File: src/rtl/lcbf_queue.sv
// Small record queue between the point front end and the back end.
// No package dependency.
module lcbf_queue #(
    parameter int W     = 8,
    parameter int DEPTH = 4
) (
    input  logic                       clk,
    input  logic                       rst_n,
    input  logic                       push,
    input  logic [W-1:0]               push_data,
    input  logic                       pop,
    output logic [W-1:0]               head,
    output logic                       empty,
    output logic [$clog2(DEPTH+1)-1:0] used
);
    localparam int AW = $clog2(DEPTH);
    localparam int CW = $clog2(DEPTH+1);

    logic [W-1:0]  mem [DEPTH];
    logic [AW-1:0] wp_reg, rp_reg;
    logic [CW-1:0] cnt_reg;

    always_ff @(posedge clk)
    begin
        if (push)
        begin
            mem[wp_reg] <= push_data;
        end
    end

    always_ff @(posedge clk or negedge rst_n)
    begin
        if (!rst_n)
        begin
            wp_reg  <= '0;
            rp_reg  <= '0;
            cnt_reg <= '0;
        end
        else
        begin
            if (push)
            begin
                wp_reg <= (wp_reg == AW'(DEPTH-1)) ? '0 : wp_reg + 1'b1;
            end
            if (pop)
            begin
                rp_reg <= (rp_reg == AW'(DEPTH-1)) ? '0 : rp_reg + 1'b1;
            end
            if (push && !pop)
            begin
                cnt_reg <= cnt_reg + 1'b1;
            end
            else if (pop && !push)
            begin
                cnt_reg <= cnt_reg - 1'b1;
            end
        end
    end

    assign head  = mem[rp_reg];
    assign empty = (cnt_reg == '0);
    assign used  = cnt_reg;
endmodule

File: config.mk
export PLATFORM = sky130hd
export DESIGN_NAME = lcbf_queue
export DESIGN_NICKNAME = d
export VERILOG_FILES = /design/src/rtl/lcbf_queue.sv
export SDC_FILE = /design/constraint.sdc
export NUM_CORES = 1
export LEC_CHECK = 0
export BUFFER_PORTS_ARGS = -buffer_cell sky130_fd_sc_hd__buf_2
export CAP_MARGIN = 20
export CORE_ASPECT_RATIO = 1.5
export CORE_MARGIN = 2
export CORE_UTILIZATION = 54
export CTS_BUF_LIST = sky130_fd_sc_hd__clkbuf_4 sky130_fd_sc_hd__clkbuf_8 sky130_fd_sc_hd__clkbuf_16
export CTS_CLUSTER_SIZE = 40
export DETAILED_ROUTE_END_ITERATION = 8
export HOLD_SLACK_MARGIN = 0.15
export PLACE_DENSITY = 0.76
export SLEW_MARGIN = 20
export SYNTH_ARGS = -nofsm -noshare
export SYNTH_HDL_FRONTEND = slang
export SYNTH_SLANG_ARGS = --single-unit
File: constraint.sdc
create_clock -name clk -period 2 [get_ports clk]
set_clock_uncertainty 0.1 [all_clocks]
set_input_delay 0.2 -clock clk [delete_from_list [all_inputs] [get_ports clk]]
set_output_delay 0.2 -clock clk [all_outputs]
set_load 0.005 [all_outputs]
==> results of run 1 <==
-- what timing repair did --
item | in CTS | in global routing
endpoints found under the hold margin | 43 | 0
gates resized for setup | 0 | 0
hold buffers | 11 | 0
-- where the power goes --
group	switching, mW	total, mW	internal (mW)	leakage [nW]
sequential	0.128	1.20	1.07	0.377
combinational	0.282	0.658	0.375	0.313
clock	0.255	0.568	0.313	0.0505
total	0.666	2.42	1.76	0.741
-- final cells by class --
cell class | count | area, sq um
sequential | 39 | 1140
timing repair buffer | 35 | 233
clock buffer | 7 | 96.3
multi-input combinational | 33 | 393
tap | 37 | 46.3
clock inverter | 1 | 7.51
inverter | 4 | 15.0
fill | 194 | 778
-- Yosys cell counts --
library cell	number
edfxtp_1	32
mux4_2	8
dfrtp_1	7
ha_1	6
and2_1	4
inv_1	4
mux2_2	2
nand2_1	2
nor2_1	2
nor3_1	2
o21ai_0	2
xor2_1	2
a21o_2	1
buf_2	1
buf_6	1
fa_1	1
xnor2_1	1
-- logic make-up (layout without fill, tap and decap cells) --
family | count (synthesis) | in the layout | synth area share [%]
AND/OR/NAND/NOR | 10 | 10 | 3.21
multiplexers | 10 | 10 | 13.0
XOR/XNOR | 3 | 3 | 1.68
adder cells (fa/ha/maj) | 7 | 7 | 6.09
flip-flops | 39 | 39 | 72.8
buffers and inverters | 6 | 47 | 2.00
AO/OA/AOI/OAI | 3 | 3 | 1.20
-- per-stage QoR --
stage / hold WS [ns] / cells
global placement: -0.0615 / 137
floorplan: -0.196 / 78
detailed placement: -0.0544 / 137
finish: 0.183 / 156
global route: 0.203 / 156
CTS: 0.158 / 156
-- placed cells by master, fill, tap and decap left out, drive strengths merged, types with 4 or more instances in the layout --
master	synthesis	final
inv	4	4
ha	6	6
dlygate4sd3	0	11
buf	2	24
clkbuf	0	7
edfxtp	32	32
mux4	8	8
dfrtp	7	7
and2	4	4
-- worst max-delay path by stage --
stage	start	endpoint	depth (start not counted)
after floorplan	used[0]$_DFFE_PN0P_	used[2]$_DFFE_PN0P_	4
after global placement	rp_reg[0]$_DFFE_PN0P_	head[2]	3
after detailed placement	pop	used[2]$_DFFE_PN0P_	8
after CTS	rp_reg[0]$_DFFE_PN0P_	head[2]	3
after global routing	rp_reg[0]$_DFFE_PN0P_	head[2]	3
final	pop	used[2]$_DFFE_PN0P_	9
-- metal layers --
layer  global-route usage, %  share of wire, %  up-vias
li1                        -                 -      378
met4                    9.01               2.6        0
met1                    20.3                37      414
met3                    6.25               4.2        6
met2                    31.4                57       22
met5                       0                 0        -
==> results.py, run 1 <==
metrics = {
    "outcome": {
        "status": "complete, no violations",
    },
    "sta": {
        "hold_viol": 0,
        "setup_violations": 0,
        "post-route-min-period_ns": 1.87,
        "rsz0062_at_grt": "false",
        "fin_crit_sh_pct": 93.5,
        "setup_ws_ns": 0.130,
        "worst_pin_slew_ns": 0.447,
        "drv_slew": 0,
        "fmax_mhz": 535,
        "maxSlewHeadroom_pct": 70.2,
        "tns_ns": 0,
    },
    "placed_design": {
        "post-dp-hpwl_mm": 1.74,
        "post_dp_cell_area_sq_mm": 0.00171,
        "portBuffers": 23,
        "place_congestion": 0.657,
        "place_ws_ns": 0.363,
    },
    "clock_network": {
        "post_cts_buffers": 0,
        "clkTransAtPathRegs_ns": 0.07,
        "cts-root-buf": "clkbuf_8",
        "clkSinkCount": 39,
        "htreeDepth": 2,
        "insertion_delay_ns": 0.29,
        "cts_buffer_depth": 2,
        "cts_tree": "done",
        "cts_buffers": 5,
    },
    "floorplan": {
        "die_x_microns": 47.9,
        "boundaryPins": 24,
        "die_h_microns": 69.8,
        "fp-row-count": 23,
        "initial_core_util_pct": 57.7,
        "dieArea_sq_mm": 0.00334,
        "fp.coreArea_sq_mm": 0.00271,
    },
    "pwr": {
        "leakage_nw": 0.741,
        "peakVddDrop_uv": 841,
        "power-per-cell-area_mw_per_mm2": 1260,
        "power_mw": 2.42,
    },
    "cells_and_area": {
        "final_layout_size_suffix_gt1_share_pct": 36.1,
        "diodes": 0,
        "largest_register": "mem",
        "area_delta_synth_final_pct": 23.5,
        "largest_reg_flops": 32,
        "layout.nets": 137,
        "design_area_sq_mm": 0.00193,
        "post-route-util_pct": 71.2,
    },
    "yosys": {
        "ys_ff_latch": 39,
        "avgSynthCellArea_sq_um": 20.0,
        "yosysTopAreaCell": "edfxtp_1",
        "synth_area_leaders": "edfxtp_1 62%, mux4_2 12%, dfrtp_1 11%",
        "syn_area_sq_mm": 0.00156,
        "synth_fp_nets": 97,
        "ys_warn_count": 0,
        "synth_top_area_share_pct": 61.6,
        "netlist_instances": 78,
        "synth_cell_type_count": 17,
        "seq_area_frac_synth_pct": 72.8,
    },
    "routing": {
        "routedWlPerCell_microns": 15.8,
        "firstDrtPassIters": 4,
        "drt_iter0_markers": 26,
        "wirelength_mm": 2.47,
        "num_vias": 820,
        "drc": 0,
        "postRouteAntennaNets": 0,
        "via_per_inst": 5.26,
    },
    "global_routing": {
        "grt_max_degree": 13,
        "gr-total-overflow": 0,
        "antenna_found_initial": 0,
        "grt_pass1_vias": 880,
        "grt_usage_pct": 19.0,
        "grt_first_pass_wirelength_mm": 4.11,
    },
    "critical_path": {
        "path_class": "in -> reg",
        "max_stage_delay_ns": 0.54,
        "critPathSlowestCell": "dlygate4sd3_1",
        "crit_family": "buffers and inverters",
        "crit_arrival_ns": 1.98,
        "cp-start-kind": "input pin",
        "r2r-start": "wp_reg[0]$_DFFE_PN0P_",
        "crit_chain": "dlygate4sd3_1, buf_2, inv_1, ha_1, inv_1, fa_1, xor2_1, nor2_1, xor2_1",
        "path_buf_inv": 4,
        "rrSetupSlack_ns": 0.48,
        "endpoint_kind": "flip-flop",
        "worstPathMaxFanout": 3,
        "rr_worst_depth": 3,
        "cp.required_ns": 2.11,
        "r2r_end": "mem[0][6]$_DFFE_PP_",
    },
    "min_path": {
        "hp-class": "in -> async",
    },
    "run": {
        "cap_violations": 0,
    },
}
(Power assumes the default switching activity.)
==> inputs of run 2 (changes only) <==
- RECOVER_POWER: unset -> 25
==> run 2 against run 1 <==
Flip-flop and latch count stayed put. Critical path depth stayed put. Fmax is 0.12% lower. Clock power hardly changed. Critical path type unchanged. Critical endpoint unchanged.
==> results.py, run 2 (synthesized netlist as in run 1, its figures left out) <==
metrics = {
    "clock_network": {
        "post_cts_buffers": 0,
        "clkSinkCount": 39,
        "cts_tree": "done",
        "cts-root-buf": "clkbuf_8",
        "clkTransAtPathRegs_ns": 0.07,
        "insertion_delay_ns": 0.29,
        "cts_buffers": 5,
        "cts_buffer_depth": 2,
        "htreeDepth": 2,
    },
    "cells_and_area": {
        "largest_register": "mem",
        "diodes": 0,
        "area_delta_synth_final_pct": 23.1,
        "nFillCells": 198,
        "mostFrequentLayoutCell": "edfxtp_1",
        "final_layout_size_suffix_gt1_share_pct": 31.9,
        "layout.nets": 137,
        "regArea_sq_mm": 0.00114,
        "largest_reg_flops": 32,
        "most-common-layout-cells": "32 x edfxtp_1, 18 x buf_2, 11 x dlygate4sd3_1",
        "multi_input_area_sq_um": 393,
    },
    "global_routing": {
        "grt_max_degree": 13,
        "grt_first_pass_wirelength_mm": 4.11,
        "grt_usage_pct": 19.0,
        "antenna_found_initial": 0,
        "gr-total-overflow": 0,
        "grt_pass1_vias": 880,
    },
    "routing": {
        "wl_met1_microns": 907,
        "drt_iter0_markers": 24,
        "wirelength_mm": 2.48,
        "highest-signal-layer": "met4",
        "via_per_inst": 5.26,
        "postRouteAntennaNets": 0,
        "wl_met2_mm": 1.40,
        "wl_met3_microns": 99,
        "num_vias": 820,
        "firstDrtPassIters": 4,
        "drc": 0,
        "routedWlPerCell_microns": 15.9,
    },
    "min_path": {
        "hp-class": "in -> async",
    },
    "pwr": {
        "peakVddDrop_uv": 841,
        "power-per-cell-area_mw_per_mm2": 1260,
        "power_mw": 2.42,
        "leakage_nw": 0.727,
    },
    "floorplan": {
        "boundaryPins": 24,
        "initial_core_util_pct": 57.7,
        "fp-row-count": 23,
        "die_h_microns": 69.8,
        "dieArea_sq_mm": 0.00334,
        "die_x_microns": 47.9,
        "fp.coreArea_sq_mm": 0.00271,
    },
    "critical_path": {
        "cp-start-kind": "input pin",
        "endpoint_kind": "flip-flop",
        "worstPathMaxFanout": 3,
        "path_class": "in -> reg",
        "crit_arrival_ns": 1.99,
        "cp.required_ns": 2.11,
    },
    "sta": {
        "fin_crit_sh_pct": 93.6,
        "fmax_mhz": 534,
        "hold_viol": 0,
        "worst_pin_slew_ns": 0.448,
        "rsz0062_at_grt": "false",
        "post-route-min-period_ns": 1.87,
        "setup_ws_ns": 0.127,
        "maxSlewHeadroom_pct": 70.1,
        "tns_ns": 0,
        "drv_slew": 0,
        "setup_violations": 0,
    },
    "outcome": {
        "status": "complete, no violations",
    },
    "run": {
        "cap_violations": 0,
    },
    "placed_design": {
        "place_ws_ns": 0.363,
        "post-dp-hpwl_mm": 1.74,
        "portBuffers": 23,
        "place_congestion": 0.657,
    },
}
-- run 2: metrics by stage --
step	instance area, sq um	hold WS, ns	util (%)	instances
6_report	1920	0.257	71.0	156
5_1_grt	1920	0.287	71.0	156
4_1_cts	1930	0.158	71.2	156
3_5_place_dp	1710	-0.0544	63.3	137
3_3_place_gp	1710	-0.0615	63.3	137
2_1_floorplan	1560	-0.196	-	78
-- run 2: final cells by class --
class                      instances  area share (%)
sequential                        39            59.2
multi-input combinational         33            20.5
timing repair buffer              35            11.8
clock buffer                       7            5.02
tap                               37            2.41
inverter                           4           0.782
clock inverter                     1           0.391
-- run 2: path summary, 6_finish.rpt --
kind,startpoint,to,slack (ns),cells past startpoint
worst max-delay path,pop,used[2]$_DFFE_PN0P_,0.13,9
worst min-delay path,rst_n,rp_reg[1]$_DFFE_PN0P_,0.26,2
worst max register to register,wp_reg[0]$_DFFE_PN0P_,mem[0][6]$_DFFE_PP_,0.48,3
worst min register to register,used[2]$_DFFE_PN0P_,used[2]$_DFFE_PN0P_,0.40,1
max in group asynchronous,rst_n,used[1]$_DFFE_PN0P_,1.25,2
min in group clk,used[2]$_DFFE_PN0P_,used[2]$_DFFE_PN0P_,0.40,1
-- run 2: power breakdown --
| group | switching, mW | internal [mW] |
|---|---|---|
| clock network | 0.255 | 0.313 |
| logic | 0.284 | 0.374 |
| registers | 0.128 | 1.07 |
-- run 2: timing repair --
item,in CTS,in global routing
hold buffers,11,0
gates resized for setup,0,0
hold endpoints to repair,43,0
-- run 2: critical path, cell delays in order --
cell and delay (ns):
dlygate4sd3_1 0.54, buf_2 0.14, inv_1 0.08, ha_1 0.18, inv_1 0.06, fa_1 0.37
xor2_1 0.15, nor2_1 0.11, xor2_1 0.15
-- run 2: routing by layer --
metal  GRT usage, %  up-vias
li1               -      377
met1           20.3      417
met4           9.01        0
met2           31.4       20
met3           6.25        6
met5              0        -
