File: config.mk
export PLATFORM = sky130hd
export DESIGN_NAME = lcbf_front_flat
export DESIGN_NICKNAME = d
export VERILOG_FILES = /design/src/rtl/lcbf_pkg.sv /design/src/rtl/lcbf_ifs.sv /design/src/rtl/lcbf_front.sv /design/src/flat_wrapper.sv
export SDC_FILE = /design/constraint.sdc
export NUM_CORES = 2
export LEC_CHECK = 0
export ABC_AREA = 1
export BUFFER_PORTS_ARGS = -buffer_cell sky130_fd_sc_hd__buf_2
export CORE_ASPECT_RATIO = 1.1
export CORE_UTILIZATION = 56
export DETAILED_ROUTE_END_ITERATION = 8
export PLACE_DENSITY = 0.75
export SLEW_MARGIN = 0
export SYNTH_ARGS = -nofsm -noshare
export SYNTH_HDL_FRONTEND = slang
export SYNTH_SLANG_ARGS = --single-unit
File: constraint.sdc
create_clock -name clk -period 9.85 [get_ports clk]
set_input_delay 0 -clock clk [delete_from_list [all_inputs] [get_ports clk]]
set_output_delay 0 -clock clk [all_outputs]
set_load 0.01 [all_outputs]
File: src/rtl/lcbf_pkg.sv
// Package for the lidar cluster box filter.
// Payload, configuration types and register indexes; no dependencies.
package lcbf_pkg;

    typedef struct packed {
        logic signed [15:0] pt_x;
        logic signed [15:0] pt_y;
        logic signed [15:0] pt_z;
        logic               cluster_end;
    } pt_t;

    typedef struct packed {
        logic signed [15:0] center_x;
        logic signed [15:0] center_y;
        logic signed [15:0] center_z;
        logic signed [15:0] box_min_x;
        logic signed [15:0] box_max_x;
        logic signed [15:0] box_min_y;
        logic signed [15:0] box_max_y;
        logic signed [15:0] box_min_z;
        logic signed [15:0] box_max_z;
        logic        [2:0]  verdict;
    } box_t;

    typedef struct packed {
        logic        [12:0] pole_point_limit;
        logic        [29:0] pole_radius_sq;
        logic        [31:0] max_small_volume;
        logic signed [15:0] high_base_margin;
        logic signed [15:0] under_z_margin;
        logic signed [15:0] vehicle_height;
    } cfg_t;

    typedef enum logic [2:0] {
        REG_POLE_POINT_LIMIT = 3'd0,
        REG_POLE_RADIUS      = 3'd1,
        REG_MAX_SMALL_VOLUME = 3'd2,
        REG_HIGH_BASE_MARGIN = 3'd3,
        REG_UNDER_Z_MARGIN   = 3'd4,
        REG_VEHICLE_HEIGHT   = 3'd5
    } reg_idx_t;

    typedef enum logic [2:0] {
        V_KEPT       = 3'd0,
        V_POLE       = 3'd1,
        V_SMALL      = 3'd2,
        V_HIGH       = 3'd3,
        V_FLAT       = 3'd4,
        V_LOW        = 3'd5,
        V_LONG_FLAT  = 3'd6,
        V_CENTRE_HI  = 3'd7
    } verdict_t;

    localparam logic [31:0] LONG_DIAG_SQ = 32'd1638400;
    localparam logic [15:0] FLAT_DZ_MAX  = 16'd38;
    localparam logic [15:0] LONG_DZ_LIM  = 16'd128;
    localparam logic signed [16:0] LOW_MARGIN = 17'sd25;

endpackage

File: src/rtl/lcbf_ifs.sv
// Valid/ready channel interfaces for points and box records.
// Depends on lcbf_pkg.
interface lcbf_pt_if
    import lcbf_pkg::*;
();
    logic valid;
    logic ready;
    pt_t  data;
    modport source (output valid, output data, input ready);
    modport sink   (input valid, input data, output ready);
endinterface


File: src/rtl/lcbf_front.sv
// Point front end: box, sums, count and pole test; pushes one record per cluster.
// Depends on lcbf_pkg and lcbf_ifs.
module lcbf_front
    import lcbf_pkg::*;
#(
    parameter int MAX_POINTS = 4096,
    parameter int CNT_W      = 13,
    parameter int SUM_W      = 29,
    parameter int REC_W      = 197,
    parameter int QCW        = 3,
    parameter int QDEPTH     = 4
) (
    input  logic             clk,
    input  logic             rst_n,
    lcbf_pt_if.sink          pts,
    input  logic [29:0]      pole_radius_sq,
    input  logic [QCW-1:0]   q_used,
    output logic             push,
    output logic [REC_W-1:0] push_data
);
    logic               first_pend_reg;
    logic               s1_valid_reg, s1_first_reg;
    pt_t                s1_pt_reg;
    logic               s2_valid_reg, s2_first_reg, s2_end_reg;
    logic [31:0]        ex2_reg, ey2_reg;
    logic [CNT_W-1:0]   cnt_reg;
    logic signed [SUM_W-1:0] sx_reg, sy_reg, sz_reg;
    logic signed [15:0] mnx_reg, mny_reg, mnz_reg, mxx_reg, mxy_reg, mxz_reg;
    logic signed [15:0] fx_reg, fy_reg;
    logic               pole_reg;

    logic [QCW-1:0]     inflight;
    logic               accept;
    logic signed [16:0] dx, dy;
    logic [15:0]        ex, ey;
    logic [32:0]        rad_sq;
    logic               far, pole_now;

    assign inflight = QCW'(s1_valid_reg && s1_pt_reg.cluster_end)
                    + QCW'(s2_valid_reg && s2_end_reg);
    assign pts.ready = (q_used + inflight) < QCW'(QDEPTH);
    assign accept    = pts.valid && pts.ready;

    always_comb
    begin
        dx = 17'(s1_pt_reg.pt_x) - 17'(fx_reg);
        dy = 17'(s1_pt_reg.pt_y) - 17'(fy_reg);
        if (s1_first_reg)
        begin
            ex = '0;
            ey = '0;
        end
        else
        begin
            ex = dx[16] ? 16'(-dx) : dx[15:0];
            ey = dy[16] ? 16'(-dy) : dy[15:0];
        end
    end

    assign rad_sq   = 33'(ex2_reg) + 33'(ey2_reg);
    assign far      = rad_sq > 33'(pole_radius_sq);
    assign pole_now = (s2_first_reg || pole_reg) && !far;

    always_ff @(posedge clk or negedge rst_n)
    begin
        if (!rst_n)
        begin
            first_pend_reg <= 1'b1;
            s1_valid_reg   <= 1'b0;
            s2_valid_reg   <= 1'b0;
            pole_reg       <= 1'b1;
        end
        else
        begin
            s1_valid_reg <= accept;
            s2_valid_reg <= s1_valid_reg;
            if (accept)
            begin
                first_pend_reg <= pts.data.cluster_end;
            end
            if (s2_valid_reg)
            begin
                pole_reg <= pole_now;
            end
        end
    end

    always_ff @(posedge clk)
    begin
        if (accept)
        begin
            s1_pt_reg    <= pts.data;
            s1_first_reg <= first_pend_reg;
        end
        ex2_reg      <= 32'(ex) * 32'(ex);
        ey2_reg      <= 32'(ey) * 32'(ey);
        s2_first_reg <= s1_first_reg;
        s2_end_reg   <= s1_pt_reg.cluster_end;
        if (s1_valid_reg)
        begin
            if (s1_first_reg)
            begin
                cnt_reg <= CNT_W'(1);
                sx_reg  <= SUM_W'(s1_pt_reg.pt_x);
                sy_reg  <= SUM_W'(s1_pt_reg.pt_y);
                sz_reg  <= SUM_W'(s1_pt_reg.pt_z);
                mnx_reg <= s1_pt_reg.pt_x;
                mny_reg <= s1_pt_reg.pt_y;
                mnz_reg <= s1_pt_reg.pt_z;
                mxx_reg <= s1_pt_reg.pt_x;
                mxy_reg <= s1_pt_reg.pt_y;
                mxz_reg <= s1_pt_reg.pt_z;
                fx_reg  <= s1_pt_reg.pt_x;
                fy_reg  <= s1_pt_reg.pt_y;
            end
            else
            begin
                if (cnt_reg < CNT_W'(MAX_POINTS))
                begin
                    cnt_reg <= cnt_reg + 1'b1;
                    sx_reg  <= sx_reg + SUM_W'(s1_pt_reg.pt_x);
                    sy_reg  <= sy_reg + SUM_W'(s1_pt_reg.pt_y);
                    sz_reg  <= sz_reg + SUM_W'(s1_pt_reg.pt_z);
                end
                if (s1_pt_reg.pt_x < mnx_reg) mnx_reg <= s1_pt_reg.pt_x;
                if (s1_pt_reg.pt_y < mny_reg) mny_reg <= s1_pt_reg.pt_y;
                if (s1_pt_reg.pt_z < mnz_reg) mnz_reg <= s1_pt_reg.pt_z;
                if (s1_pt_reg.pt_x > mxx_reg) mxx_reg <= s1_pt_reg.pt_x;
                if (s1_pt_reg.pt_y > mxy_reg) mxy_reg <= s1_pt_reg.pt_y;
                if (s1_pt_reg.pt_z > mxz_reg) mxz_reg <= s1_pt_reg.pt_z;
            end
        end
    end

    assign push      = s2_valid_reg && s2_end_reg;
    assign push_data = {sx_reg, sy_reg, sz_reg, cnt_reg,
                        mnx_reg, mxx_reg, mny_reg, mxy_reg, mnz_reg, mxz_reg, pole_now};
endmodule

File: src/flat_wrapper.sv
// flat-port wrapper written by rule: the top's interface ports become plain ports
module lcbf_front_flat import lcbf_pkg::*;
#(
    parameter int MAX_POINTS = 4096,
    parameter int CNT_W      = 13,
    parameter int SUM_W      = 29,
    parameter int REC_W      = 197,
    parameter int QCW        = 3,
    parameter int QDEPTH     = 4
)
  (clk, rst_n, pole_radius_sq, q_used, push, push_data, pts_valid, pts_data, pts_ready);
  lcbf_pt_if pts_i ();
  input  logic clk;
  input  logic rst_n;
  input  logic [29:0] pole_radius_sq;
  input  logic [QCW-1:0] q_used;
  output logic push;
  output logic [REC_W-1:0] push_data;
  input wire logic [$bits(pts_i.valid)-1:0] pts_valid;
  input wire logic [$bits(pts_i.data)-1:0] pts_data;
  output wire logic [$bits(pts_i.ready)-1:0] pts_ready;
  assign pts_i.valid = pts_valid;
  assign pts_i.data = pts_data;
  assign pts_ready = pts_i.ready;
  lcbf_front #(.MAX_POINTS(MAX_POINTS), .CNT_W(CNT_W), .SUM_W(SUM_W), .REC_W(REC_W), .QCW(QCW), .QDEPTH(QDEPTH)) u_core (.clk(clk), .rst_n(rst_n), .pts(pts_i), .pole_radius_sq(pole_radius_sq), .q_used(q_used), .push(push), .push_data(push_data));
endmodule
==> flow_summary.ini <==
[run_status]
status = complete, no violations

[synth]
synth_cells = 4512
yosysMostFrequentCell = inv_1
yosys.area_share.adder_pct = 32.93
ys_ff_latch = 346
synthSimpleGateAreaFrac_pct = 19.00
synth_cell_types = 62
synth.area.top_cells = edfxtp_1 22%, fa_1 17%, ha_1 15%
synth_seq_area_share_pct = 25.70
synth_edf_count = 278
ys_warn_count = 0
synth_area_per_cell_sq_um = 8.393
yosysTopAreaCell = edfxtp_1
syn_nets = 5395
synth_compound_area_share_pct = 9.496
synth_xor_area_share_pct = 2.729
synth_top_area_share_pct = 22.05
ys_top_cells_by_count = 883 x inv_1, 846 x nand2_1, 467 x ha_1
ys.flop_type = edfxtp_1
synth_area_sq_um = 37870
async_flop_share_pct = 1.156
synth_top_family_by_area = adder cells
synth.mux.area_fraction_pct = 0

[clock_network]
cts_sinks = 346
cts_made_buffers = 40
clockBufferDepth = 3
cts-resized-gates = 0
cts_tree = done
root_buffer = clkbuf_16
cts_setup_buffers = 0
insertion_delay_ps = 590
cts.clk_slew.worst_paths_ps = 60
ctsHoldBuffers = 55
cts_htree_levels = 2

[global_route]
antenna_found_initial = 2
grt.total_usage_pct = 28.65
grt_pass1_vias = 31750
grt_pass1_wl_um = 157600
overflow = 0
grt_max_degree = 65

[setup_path]
crit_type = register to register
endpoint_kind = register
slowest_delay_ps = 560
slowest_stage = fa_1
path_max_fanout = 19
startpoint_type = register
cp.arrival_ps = 9080
cp.required_ps = 10290

[floorplanning]
die_area_sq_um = 68670
die_h_um = 274.7
rows = 99
start_util_pct = 56.82
die_x_um = 249.9
io_pins = 284
core_area_sq_um = 66640

[sta]
report.final.hold_viol_count = 0
skew_ps = 52.86
tightest_slew_ps = 910.4
final.period_utilization_pct = 87.71
maxSlewViolCount = 0
slew_headroom_pct = 39.31
fmax_mhz = 115.8
grt_setup_unrepaired = no
finalSetupViolCount = 0
post-route-min-period_ps = 8639
setup-tns-final_ps = 0

[drt]
drtPass1Iterations = 5
wl_per_cell_um = 17.09
routed_wirelength_um = 98110
drt-initial-drc-count = 1653
drc = 0
vias_per_cell = 5.445
drtAntennaViolNets = 0
vias = 31270

[pwr]
p_seq_share_pct = 17.4
peakVddDrop_mv = 0.2599
combinationalPowerShare_pct = 69.7
p_switching_w = 0.005895
p_clk_share_pct = 12.9
p_leak_nw = 21.59
power_switching_share_pct = 49.67
p_per_area_nw_per_um2 = 282.3
p_int_w = 0.005974

[cells_and_area]
drive_gt1_share_pct = 11.53
area_growth_pct = 11.04
fillCellCount = 5697
largest_register_ff_count = 49
nets = 5736
fin_cells = 5742

[worst_hold_path]
min_path_type = primary input to register

[placed_design]
placedCellCount = 5614
gp_congestion = 0.9814
hpwl_um = 78540
port_buffers = 283

[job]
maxCapViolCount = 0
-- power groups by stage --
| stage | registers, W | clock network, W | logic [W] |
|---|---|---|---|
| floorplan | 0.00206 | 0 | 0.00631 |
| global placement | 0.00209 | 0 | 0.00806 |
| detailed placement | 0.00209 | 0 | 0.00823 |
| CTS | 0.00207 | 0.00155 | 0.00832 |
| global route | 0.00208 | 0.00161 | 0.00950 |
| finish | 0.00207 | 0.00153 | 0.00827 |
-- worst max-delay path: cells and delay by family (launching register included) --
kind	cells	cell delay (ps)
adder cells (fa/ha/maj)	9	4090
AND/OR/NAND/NOR	14	1930
buffers and inverters	8	930
AO/OA/AOI/OAI	5	930
flip-flops	1	410
XOR/XNOR	1	140
-- worst paths after layout --
check                                          startpoint                                 to  slack [ps]  depth (start not counted)
min                                    pole_radius_sq[29]        u_core.pole_reg$_DFFE_PN1P_          70                          8
max in group asynchronous                           rst_n      u_core.s2_valid_reg$_DFF_PN0_        8530                          4
max                        u_core.s1_pt_reg[33]$_DFFE_PP_         u_core.ex2_reg[28]$_DFF_P_        1210                         37
max reg2reg                u_core.s1_pt_reg[33]$_DFFE_PP_         u_core.ex2_reg[28]$_DFF_P_        1210                         37
min reg2reg                   u_core.pole_reg$_DFFE_PN1P_        u_core.pole_reg$_DFFE_PN1P_         490                          2
min in group asynchronous                           rst_n  u_core.first_pend_reg$_DFFE_PN1P_         560                          3
-- placed cells by master, fill, tap and decap left out, types with 35 or more instances in the layout --
cell / n
nand2_1: 846
nand3_1: 198
dlygate4sd3_1: 55
nor3_1: 47
inv_2: 47
a21oi_1: 311
inv_1: 882
buf_2: 283
or2_2: 41
ha_1: 467
fa_1: 331
edfxtp_1: 278
xnor2_1: 35
xor2_1: 83
clkbuf_16: 41
nand4_1: 46
nor2_1: 321
o21ai_0: 156
dfxtp_1: 64
-- kinds of logic (layout without fill, tap and decap cells) --
logic type	count (synthesis)	count (layout)
buffers and inverters	988	1359
adders and majority gates	798	798
other	0	1
AOI/OAI and AO/OA	637	637
xor gates and xnor gates	118	118
and+or+nand+nor	1625	1625
DFF	346	346
-- metrics by stage --
| stage | hold WS (ps) | cell area [sq um] | power [W] | utilization (%) | worst slack, ps |
|---|---|---|---|---|---|
| final | 72.18 | 42050 | 0.01187 | 63.10 | 1211 |
| after global routing | 120.0 | 42050 | 0.01318 | 63.09 | 583.0 |
| after CTS | 55.24 | 42050 | 0.01194 | 63.09 | 1246 |
| after detailed placement | -131.6 | 40160 | 0.01032 | 60.26 | 1307 |
| after global placement | -132.1 | 40160 | 0.01015 | 60.26 | 1496 |
| after floorplan | -295.6 | 37870 | 0.008371 | - | 1647 |
-- final cells by class --
cell class / instances / area [sq um] / share of cell area [%]
Antenna cell: 1 / 2.502 / 0.005951
Clock buffer: 50 / 1090 / 2.592
Clock inverter: 22 / 247.7 / 0.5892
Inverter: 933 / 3511 / 8.350
Multi-Input combinational cell: 3178 / 24300 / 57.80
Sequential cell: 346 / 9732 / 23.14
Tap cell: 858 / 1074 / 2.553
Timing Repair Buffer: 354 / 2087 / 4.963
-- layer usage --
layer / vias to the layer above / global-route usage (%) / part of all wire [%]
li1: 15270 / - / -
met5: - / 0 / 0.025
met2: 990 / 52.37 / 50
met3: 218 / 5.601 / 7.1
met1: 14780 / 33.03 / 39
met4: 4 / 11.12 / 3.7
Power figures use the tool's default switching activity.
