## src/rtl/lcbf_pkg.sv

```systemverilog
// Package for the lidar cluster box filter.
// Payload, configuration types and register indexes; no dependencies.
package lcbf_pkg;

    typedef struct packed {
        logic signed [15:0] pt_x;
        logic signed [15:0] pt_y;
        logic signed [15:0] pt_z;
        logic               cluster_end;
    } pt_t;

    typedef struct packed {
        logic signed [15:0] center_x;
        logic signed [15:0] center_y;
        logic signed [15:0] center_z;
        logic signed [15:0] box_min_x;
        logic signed [15:0] box_max_x;
        logic signed [15:0] box_min_y;
        logic signed [15:0] box_max_y;
        logic signed [15:0] box_min_z;
        logic signed [15:0] box_max_z;
        logic        [2:0]  verdict;
    } box_t;

    typedef struct packed {
        logic        [12:0] pole_point_limit;
        logic        [29:0] pole_radius_sq;
        logic        [31:0] max_small_volume;
        logic signed [15:0] high_base_margin;
        logic signed [15:0] under_z_margin;
        logic signed [15:0] vehicle_height;
    } cfg_t;

    typedef enum logic [2:0] {
        REG_POLE_POINT_LIMIT = 3'd0,
        REG_POLE_RADIUS      = 3'd1,
        REG_MAX_SMALL_VOLUME = 3'd2,
        REG_HIGH_BASE_MARGIN = 3'd3,
        REG_UNDER_Z_MARGIN   = 3'd4,
        REG_VEHICLE_HEIGHT   = 3'd5
    } reg_idx_t;

    typedef enum logic [2:0] {
        V_KEPT       = 3'd0,
        V_POLE       = 3'd1,
        V_SMALL      = 3'd2,
        V_HIGH       = 3'd3,
        V_FLAT       = 3'd4,
        V_LOW        = 3'd5,
        V_LONG_FLAT  = 3'd6,
        V_CENTRE_HI  = 3'd7
    } verdict_t;

    localparam logic [31:0] LONG_DIAG_SQ = 32'd1638400;
    localparam logic [15:0] FLAT_DZ_MAX  = 16'd38;
    localparam logic [15:0] LONG_DZ_LIM  = 16'd128;
    localparam logic signed [16:0] LOW_MARGIN = 17'sd25;

endpackage

```

## src/rtl/lcbf_ifs.sv

```systemverilog


interface lcbf_box_if
    import lcbf_pkg::*;
();
    logic valid;
    logic ready;
    box_t data;
    modport source (output valid, output data, input ready);
    modport sink   (input valid, input data, output ready);
endinterface

```

## src/rtl/lcbf_back.sv

```systemverilog
// Back end: centroid division, volume and diagonal products, verdict, output register.
// Depends on lcbf_pkg and lcbf_ifs.
module lcbf_back
    import lcbf_pkg::*;
#(
    parameter int CNT_W = 13,
    parameter int SUM_W = 29,
    parameter int REC_W = 197
) (
    input  logic             clk,
    input  logic             rst_n,
    input  cfg_t             cfg,
    input  logic             q_empty,
    input  logic [REC_W-1:0] q_head,
    output logic             pop,
    lcbf_box_if.source       boxes
);
    localparam int BW = $clog2(SUM_W);
    localparam int MW = (CNT_W > 13) ? CNT_W : 13;

    typedef enum logic [2:0] {
        S_IDLE, S_DIV, S_VOL1, S_VOL2, S_SQX, S_SQY, S_DECIDE, S_OUT
    } state_t;

    state_t                  state_reg;
    logic signed [SUM_W-1:0] sx_reg, sy_reg, sz_reg;
    logic [CNT_W-1:0]        cnt_reg;
    logic signed [15:0]      mnx_reg, mxx_reg, mny_reg, mxy_reg, mnz_reg, mxz_reg;
    logic                    pole_reg;
    logic [1:0]              axis_reg;
    logic [BW-1:0]           bit_reg;
    logic [SUM_W-1:0]        num_reg;
    logic [CNT_W-1:0]        rem_reg;
    logic                    neg_reg;
    logic signed [15:0]      cx_reg, cy_reg, cz_reg;
    logic [31:0]             t_reg;
    logic [47:0]             vol_reg;
    logic [32:0]             sq_reg;
    box_t                    out_reg;
    logic                    out_valid_reg;

    logic signed [SUM_W-1:0] head_sum;
    logic [SUM_W-1:0]        head_mag;
    logic signed [SUM_W-1:0] sel_sum;
    logic [SUM_W-1:0]        sel_mag;
    logic [CNT_W:0]          trial;
    logic                    qbit;
    logic [SUM_W-1:0]        num_next;
    logic [15:0]             quo;
    logic [15:0]             dx, dy, dz;
    logic [2:0]              verdict;
    logic signed [16:0]      hi_lim, cz_lim, lo_diff;

    always_comb
    begin
        head_sum = q_head[REC_W-1 -: SUM_W];
        head_mag = head_sum[SUM_W-1] ? SUM_W'(-head_sum) : SUM_W'(head_sum);
        // dividend of the axis that follows the current one
        case (axis_reg)
            2'd0:    sel_sum = sy_reg;
            default: sel_sum = sz_reg;
        endcase
        sel_mag  = sel_sum[SUM_W-1] ? SUM_W'(-sel_sum) : SUM_W'(sel_sum);
        trial    = {rem_reg, num_reg[SUM_W-1]};
        qbit     = trial >= {1'b0, cnt_reg};
        num_next = {num_reg[SUM_W-2:0], qbit};
        quo      = neg_reg ? 16'(-num_next) : num_next[15:0];
    end

    assign dx = 16'(mxx_reg - mnx_reg);
    assign dy = 16'(mxy_reg - mny_reg);
    assign dz = 16'(mxz_reg - mnz_reg);
    assign hi_lim  = 17'(cfg.vehicle_height) + 17'(cfg.high_base_margin);
    assign cz_lim  = 17'(cfg.vehicle_height) + 17'(cfg.under_z_margin);
    assign lo_diff = 17'(mxz_reg) - 17'(cfg.vehicle_height);

    always_comb
    begin
        if (MW'(cnt_reg) <= MW'(cfg.pole_point_limit) && pole_reg)
            verdict = V_POLE;
        else if (vol_reg <= {cfg.max_small_volume, 16'd0})
            verdict = V_SMALL;
        else if (17'(mnz_reg) > hi_lim)
            verdict = V_HIGH;
        else if (dz <= FLAT_DZ_MAX)
            verdict = V_FLAT;
        else if (lo_diff <= LOW_MARGIN)
            verdict = V_LOW;
        else if (sq_reg > 33'(LONG_DIAG_SQ) && dz < LONG_DZ_LIM)
            verdict = V_LONG_FLAT;
        else if (17'(cz_reg) >= cz_lim)
            verdict = V_CENTRE_HI;
        else
            verdict = V_KEPT;
    end

    assign pop = (state_reg == S_IDLE) && !q_empty;

    always_ff @(posedge clk or negedge rst_n)
    begin
        if (!rst_n)
        begin
            state_reg     <= S_IDLE;
            out_valid_reg <= 1'b0;
            axis_reg      <= '0;
            bit_reg       <= '0;
        end
        else
        begin
            unique case (state_reg)
                S_IDLE:
                begin
                    if (!q_empty)
                    begin
                        axis_reg  <= 2'd0;
                        bit_reg   <= BW'(SUM_W-1);
                        state_reg <= S_DIV;
                    end
                end
                S_DIV:
                begin
                    if (bit_reg == '0)
                    begin
                        bit_reg <= BW'(SUM_W-1);
                        if (axis_reg == 2'd2)
                        begin
                            state_reg <= S_VOL1;
                        end
                        axis_reg <= axis_reg + 1'b1;
                    end
                    else
                    begin
                        bit_reg <= bit_reg - 1'b1;
                    end
                end
                S_VOL1:   state_reg <= S_VOL2;
                S_VOL2:   state_reg <= S_SQX;
                S_SQX:    state_reg <= S_SQY;
                S_SQY:    state_reg <= S_DECIDE;
                S_DECIDE:
                begin
                    out_valid_reg <= 1'b1;
                    state_reg     <= S_OUT;
                end
                S_OUT:
                begin
                    if (boxes.ready)
                    begin
                        out_valid_reg <= 1'b0;
                        state_reg     <= S_IDLE;
                    end
                end
                default: state_reg <= S_IDLE;
            endcase
        end
    end

    always_ff @(posedge clk)
    begin
        if (pop)
        begin
            {sx_reg, sy_reg, sz_reg, cnt_reg,
             mnx_reg, mxx_reg, mny_reg, mxy_reg, mnz_reg, mxz_reg, pole_reg} <= q_head;
            num_reg <= head_mag;
            neg_reg <= head_sum[SUM_W-1];
            rem_reg <= '0;
        end
        if (state_reg == S_DIV)
        begin
            if (bit_reg == '0)
            begin
                case (axis_reg)
                    2'd0:    cx_reg <= quo;
                    2'd1:    cy_reg <= quo;
                    default: cz_reg <= quo;
                endcase
                num_reg <= (axis_reg == 2'd2) ? '0 : sel_mag;
                neg_reg <= sel_sum[SUM_W-1];
                rem_reg <= '0;
            end
            else
            begin
                num_reg <= num_next;
                rem_reg <= qbit ? CNT_W'(trial - {1'b0, cnt_reg}) : CNT_W'(trial);
            end
        end
        if (state_reg == S_VOL1) t_reg   <= 32'(dx) * 32'(dy);
        if (state_reg == S_VOL2) vol_reg <= 48'(t_reg) * 48'(dz);
        if (state_reg == S_SQX)  sq_reg  <= 33'(32'(dx) * 32'(dx));
        if (state_reg == S_SQY)  sq_reg  <= sq_reg + 33'(32'(dy) * 32'(dy));
        if (state_reg == S_DECIDE)
        begin
            out_reg.center_x  <= cx_reg;
            out_reg.center_y  <= cy_reg;
            out_reg.center_z  <= cz_reg;
            out_reg.box_min_x <= mnx_reg;
            out_reg.box_max_x <= mxx_reg;
            out_reg.box_min_y <= mny_reg;
            out_reg.box_max_y <= mxy_reg;
            out_reg.box_min_z <= mnz_reg;
            out_reg.box_max_z <= mxz_reg;
            out_reg.verdict   <= verdict;
        end
    end

    assign boxes.valid = out_valid_reg;
    assign boxes.data  = out_reg;
endmodule

```

## src/flat_wrapper.sv

```systemverilog
// flat-port wrapper written by rule: the top's interface ports become plain ports
module lcbf_back_flat import lcbf_pkg::*;
#(
    parameter int CNT_W = 13,
    parameter int SUM_W = 29,
    parameter int REC_W = 197
)
  (clk, rst_n, cfg, q_empty, q_head, pop, boxes_valid, boxes_data, boxes_ready);
  lcbf_box_if boxes_i ();
  input  logic clk;
  input  logic rst_n;
  input  cfg_t cfg;
  input  logic q_empty;
  input  logic [REC_W-1:0] q_head;
  output logic pop;
  output wire logic [$bits(boxes_i.valid)-1:0] boxes_valid;
  output wire logic [$bits(boxes_i.data)-1:0] boxes_data;
  input wire logic [$bits(boxes_i.ready)-1:0] boxes_ready;
  assign boxes_valid = boxes_i.valid;
  assign boxes_data = boxes_i.data;
  assign boxes_i.ready = boxes_ready;
  lcbf_back #(.CNT_W(CNT_W), .SUM_W(SUM_W), .REC_W(REC_W)) u_core (.clk(clk), .rst_n(rst_n), .cfg(cfg), .q_empty(q_empty), .q_head(q_head), .pop(pop), .boxes(boxes_i));
endmodule
```

## config.mk

```make
export PLATFORM = sky130hd
export DESIGN_NAME = lcbf_back_flat
export DESIGN_NICKNAME = d
export VERILOG_FILES = /design/src/rtl/lcbf_pkg.sv /design/src/rtl/lcbf_ifs.sv /design/src/rtl/lcbf_back.sv /design/src/flat_wrapper.sv
export SDC_FILE = /design/constraint.sdc
export NUM_CORES = 2
export LEC_CHECK = 0
export BUFFER_PORTS_ARGS = -buffer_cell sky130_fd_sc_hd__clkbuf_2
export CAP_MARGIN = 10
export CORE_MARGIN = 2
export CORE_UTILIZATION = 35
export CTS_CLUSTER_DIAMETER = 80
export DETAILED_ROUTE_END_ITERATION = 7
export PLACE_DENSITY_LB_ADDON = 0.3
export SYNTH_ARGS = -nofsm -noshare
export SYNTH_HDL_FRONTEND = slang
export SYNTH_SLANG_ARGS = --single-unit
```

## constraint.sdc

```tcl
create_clock -name clk -period 24.6 [get_ports clk]
set_input_delay 3.69 -clock clk [delete_from_list [all_inputs] [get_ports clk]]
set_output_delay 3.69 -clock clk [all_outputs]
set_load 0.02 [all_outputs]
```

==> metrics.md <==
| Metric | Value |
|---|---|
| Slew @ Worst Pin | `1200 ps` |
| Area leader, netlist | `fa_1` |
| Post-route ant nets | `0` |
| Residual DRC | `0` |
| Yosys top cell area share | `29.9%` |
| CP Launch Type | `register` |
| Die Width | `436 µm` |
| CP Class | `reg -> reg` |
| Detailed Place HPWL | `150000 µm` |
| Post-synth EDFFs | `518` |
| Hold Path Class | `reg -> reg` |
| Max Freq | `97.7 MHz` |
| Sequential area share after synthesis | `24.2%` |
| Fraction of layout cells with a size suffix above 1 | `9.84%` |
| Total negative setup slack | `0 ps` |
| Period utilization | `41.6%` |
| Synth Warn # | `0` |
| Die footprint | `190000 µm²` |
| Cell area after layout | `73200 µm²` |
| Global routing's busiest layer | `met2` |
| CP arrival | `10660 ps` |
| Cells after synthesis | `6716` |
| Most frequent cells after synthesis | `1521 x inv_1, 978 x fa_1, 815 x nand2_1` |
| Avg Inst Size Synth | `9.74 µm²` |
| Grt total ovfl | `0` |
| Row cnt | `158` |
| Cell mode on critical path | `fa_1` |
| Max clock buf depth | `3` |
| Worst Skew | `43.7 ps` |
| Dpl ws | `14510 ps` |
| Register Area | `15900 µm²` |
| Crit-path max cell delay | `770 ps` |
| Die Height | `436 µm` |
| Mux cell area share after synthesis | `0.807%` |
| Layout area overhead | `11.9%` |
| Gpl congestion | `0.928` |
| Root buf cell | `clkbuf_16` |
| Via count | `48200` |
| Worst skew pair latency | `690 ps` |
| Largest register FFs | `147` |
| Post-route minimum period | `10230 ps` |
| Starting Density | `35.2%` |
| Synth top area cells | `fa_1 30%, edfxtp_1 24%, ha_1 12%` |
| Slowest CP cell | `a2111oi_0` |
| Most instantiated library cell after synthesis | `inv_1` |
| XOR/XNOR share of the synthesized area | `3.82%` |
| Main combinational cell family by area after synthesis | `adder cells` |
| Grt met3 use | `3.37%` |
| Ports | `473` |
| First-pass GRT wire length | `295000 µm` |
| Yosys reg bits | `530` |
| Area of the multi-input gates | `43200 µm²` |
| Final hold vios | `0` |
| Core Area | `186000 µm²` |
| DR vias/cell | `5.00` |
| Final Max Tran Viols | `0` |
| Post-Synth Simple-Gate Area | `12.2%` |
| Drt first pass iters | `5` |
| IO buf count | `442` |
| Num CTS Buffers | `68` |
| # Post-CTS Setup Buffers | `0` |
| Area after DPL | `70900 µm²` |
| Post-Syn Nets | `8627` |
| Status | `completed` |
| Largest net degree at the start of global routing | `75` |
| Adder-cell share of the synthesized area | `41.6%` |
| Final WL | `190000 µm` |
| RSZ-0062 raised after global routing | `no` |
| Fill cell count | `18400` |
| WP data required | `25030 ps` |
| Initial antenna violation count | `11` |
| Post-CTS Hold Buffers | `0` |
| Synthesized cell area | `65400 µm²` |
| Routing usage on met2 | `33.9%` |
| Post-synthesis async set-or-reset flop share | `2.08%` |
| Initial drt markers | `3141` |
| Net count, final | `9022` |
| Wire per inst | `19.7 µm` |
| Clk pin slew, worst setup/hold paths | `60 ps` |
| Final Setup Violations | `0` |
| Final setup margin | `14370 ps` |
| Total track usage | `20.1%` |
| Num Clock Sinks | `530` |
| Top FF cell, synth | `edfxtp_1` |
| Vias in the first global route | `50700` |
| Crit. End Element | `register` |
| Max FO, Critical Path | `33` |
| Synth Area in Compound Gates | `7.39%` |
| Synth cell types | `83` |
| Post_cts resized | `0` |
| CTS tree | `done` |
| Htree depth | `3` |
| Max-Slew Margin vs Limit | `19.4%` |
| Maxcap violations | `0` |
| Grt met1 use | `25.7%` |
==> final cells by class <==
cell class	count	share of cell area, %
sequential	530	21.7
antenna	4	0.0137
multi-input combinational	4445	59.1
timing repair buffer	537	4.00
clock buffer	76	2.39
tap	2480	4.24
clock inverter	44	0.788
inverter	1529	7.84
==> placed cells by master (no fill, tap or decap), drive strengths merged, types with 26 or more instances in the layout <==
| master | instances |
|---|---|
| a211oi | 27 |
| a21o | 84 |
| a21oi | 204 |
| and2 | 154 |
| and3 | 44 |
| buf | 95 |
| clkbuf | 518 |
| clkinv | 29 |
| edfxtp | 518 |
| fa | 978 |
| ha | 609 |
| inv | 1530 |
| mux2i | 46 |
| nand2 | 815 |
| nand2b | 50 |
| nand3 | 65 |
| nand4 | 29 |
| nor2 | 393 |
| nor2b | 50 |
| nor3 | 79 |
| nor4 | 27 |
| o21a | 36 |
| o21ai | 176 |
| o21bai | 28 |
| o31ai | 27 |
| or3 | 26 |
| xnor2 | 186 |
| xor2 | 99 |
==> layer usage <==
layer	vias up	routed length [µm]
met5	-	0
met4	0	7890
met3	352	12100
met2	1579	91000
met1	24300	79100
li1	22000	-
==> stage by stage <==
step	std cells	hold WS [ps]	util, %
final	9645	414	39.4
after global routing	9644	421	39.4
after CTS	9641	413	39.4
after detailed placement	9521	405	38.2
after global placement	9521	401	38.2
after floorplan	6716	400	-
==> cell families (layout without fill, tap and decap cells) <==
family,after synthesis,count (layout)
mux,52,52
xor+xnor,285,285
other cells,0,4
buf+inv,1741,2186
fa+ha+maj,1587,1587
compound gates,748,748
flops,530,530
simple gates,1773,1773
==> path summary, 6_finish.rpt <==
kind | endpoint | startpoint | depth (start not counted) | slack, ps
min in group asynchronous | u_core.bit_reg[4]$_DFFE_PN0P_ | rst_n | 1 | 2880
max in group asynchronous | u_core.axis_reg[0]$_DFFE_PN0P_ | rst_n | 1 | 21490
setup reg to reg | u_core.vol_reg[46]$_DFFE_PN_ | u_core.mnz_reg[0]$_DFFE_PP_ | 31 | 14370
setup / recovery | u_core.vol_reg[46]$_DFFE_PN_ | u_core.mnz_reg[0]$_DFFE_PP_ | 31 | 14370
hold reg to reg | u_core.boxes.data[116]$_DFFE_PP_ | u_core.cy_reg[1]$_DFFE_PP_ | 0 | 410
hold / removal | u_core.boxes.data[116]$_DFFE_PP_ | u_core.cy_reg[1]$_DFFE_PP_ | 0 | 410
==> critical path: cells and delay by family, from the launching register on <==
| kind | cells | cell delay, ps |
|---|---|---|
| and+or+nand+nor | 1 | 240 |
| xor gates and xnor gates | 1 | 100 |
| adders and majority gates | 9 | 3910 |
| DFF | 1 | 580 |
| buffers and inverters | 6 | 590 |
| AOI/OAI and AO/OA | 14 | 4510 |
Power is left out: the tool's default activity adds up to more than one toggle a clock period on the data nets, which glitch-free logic cannot reach.
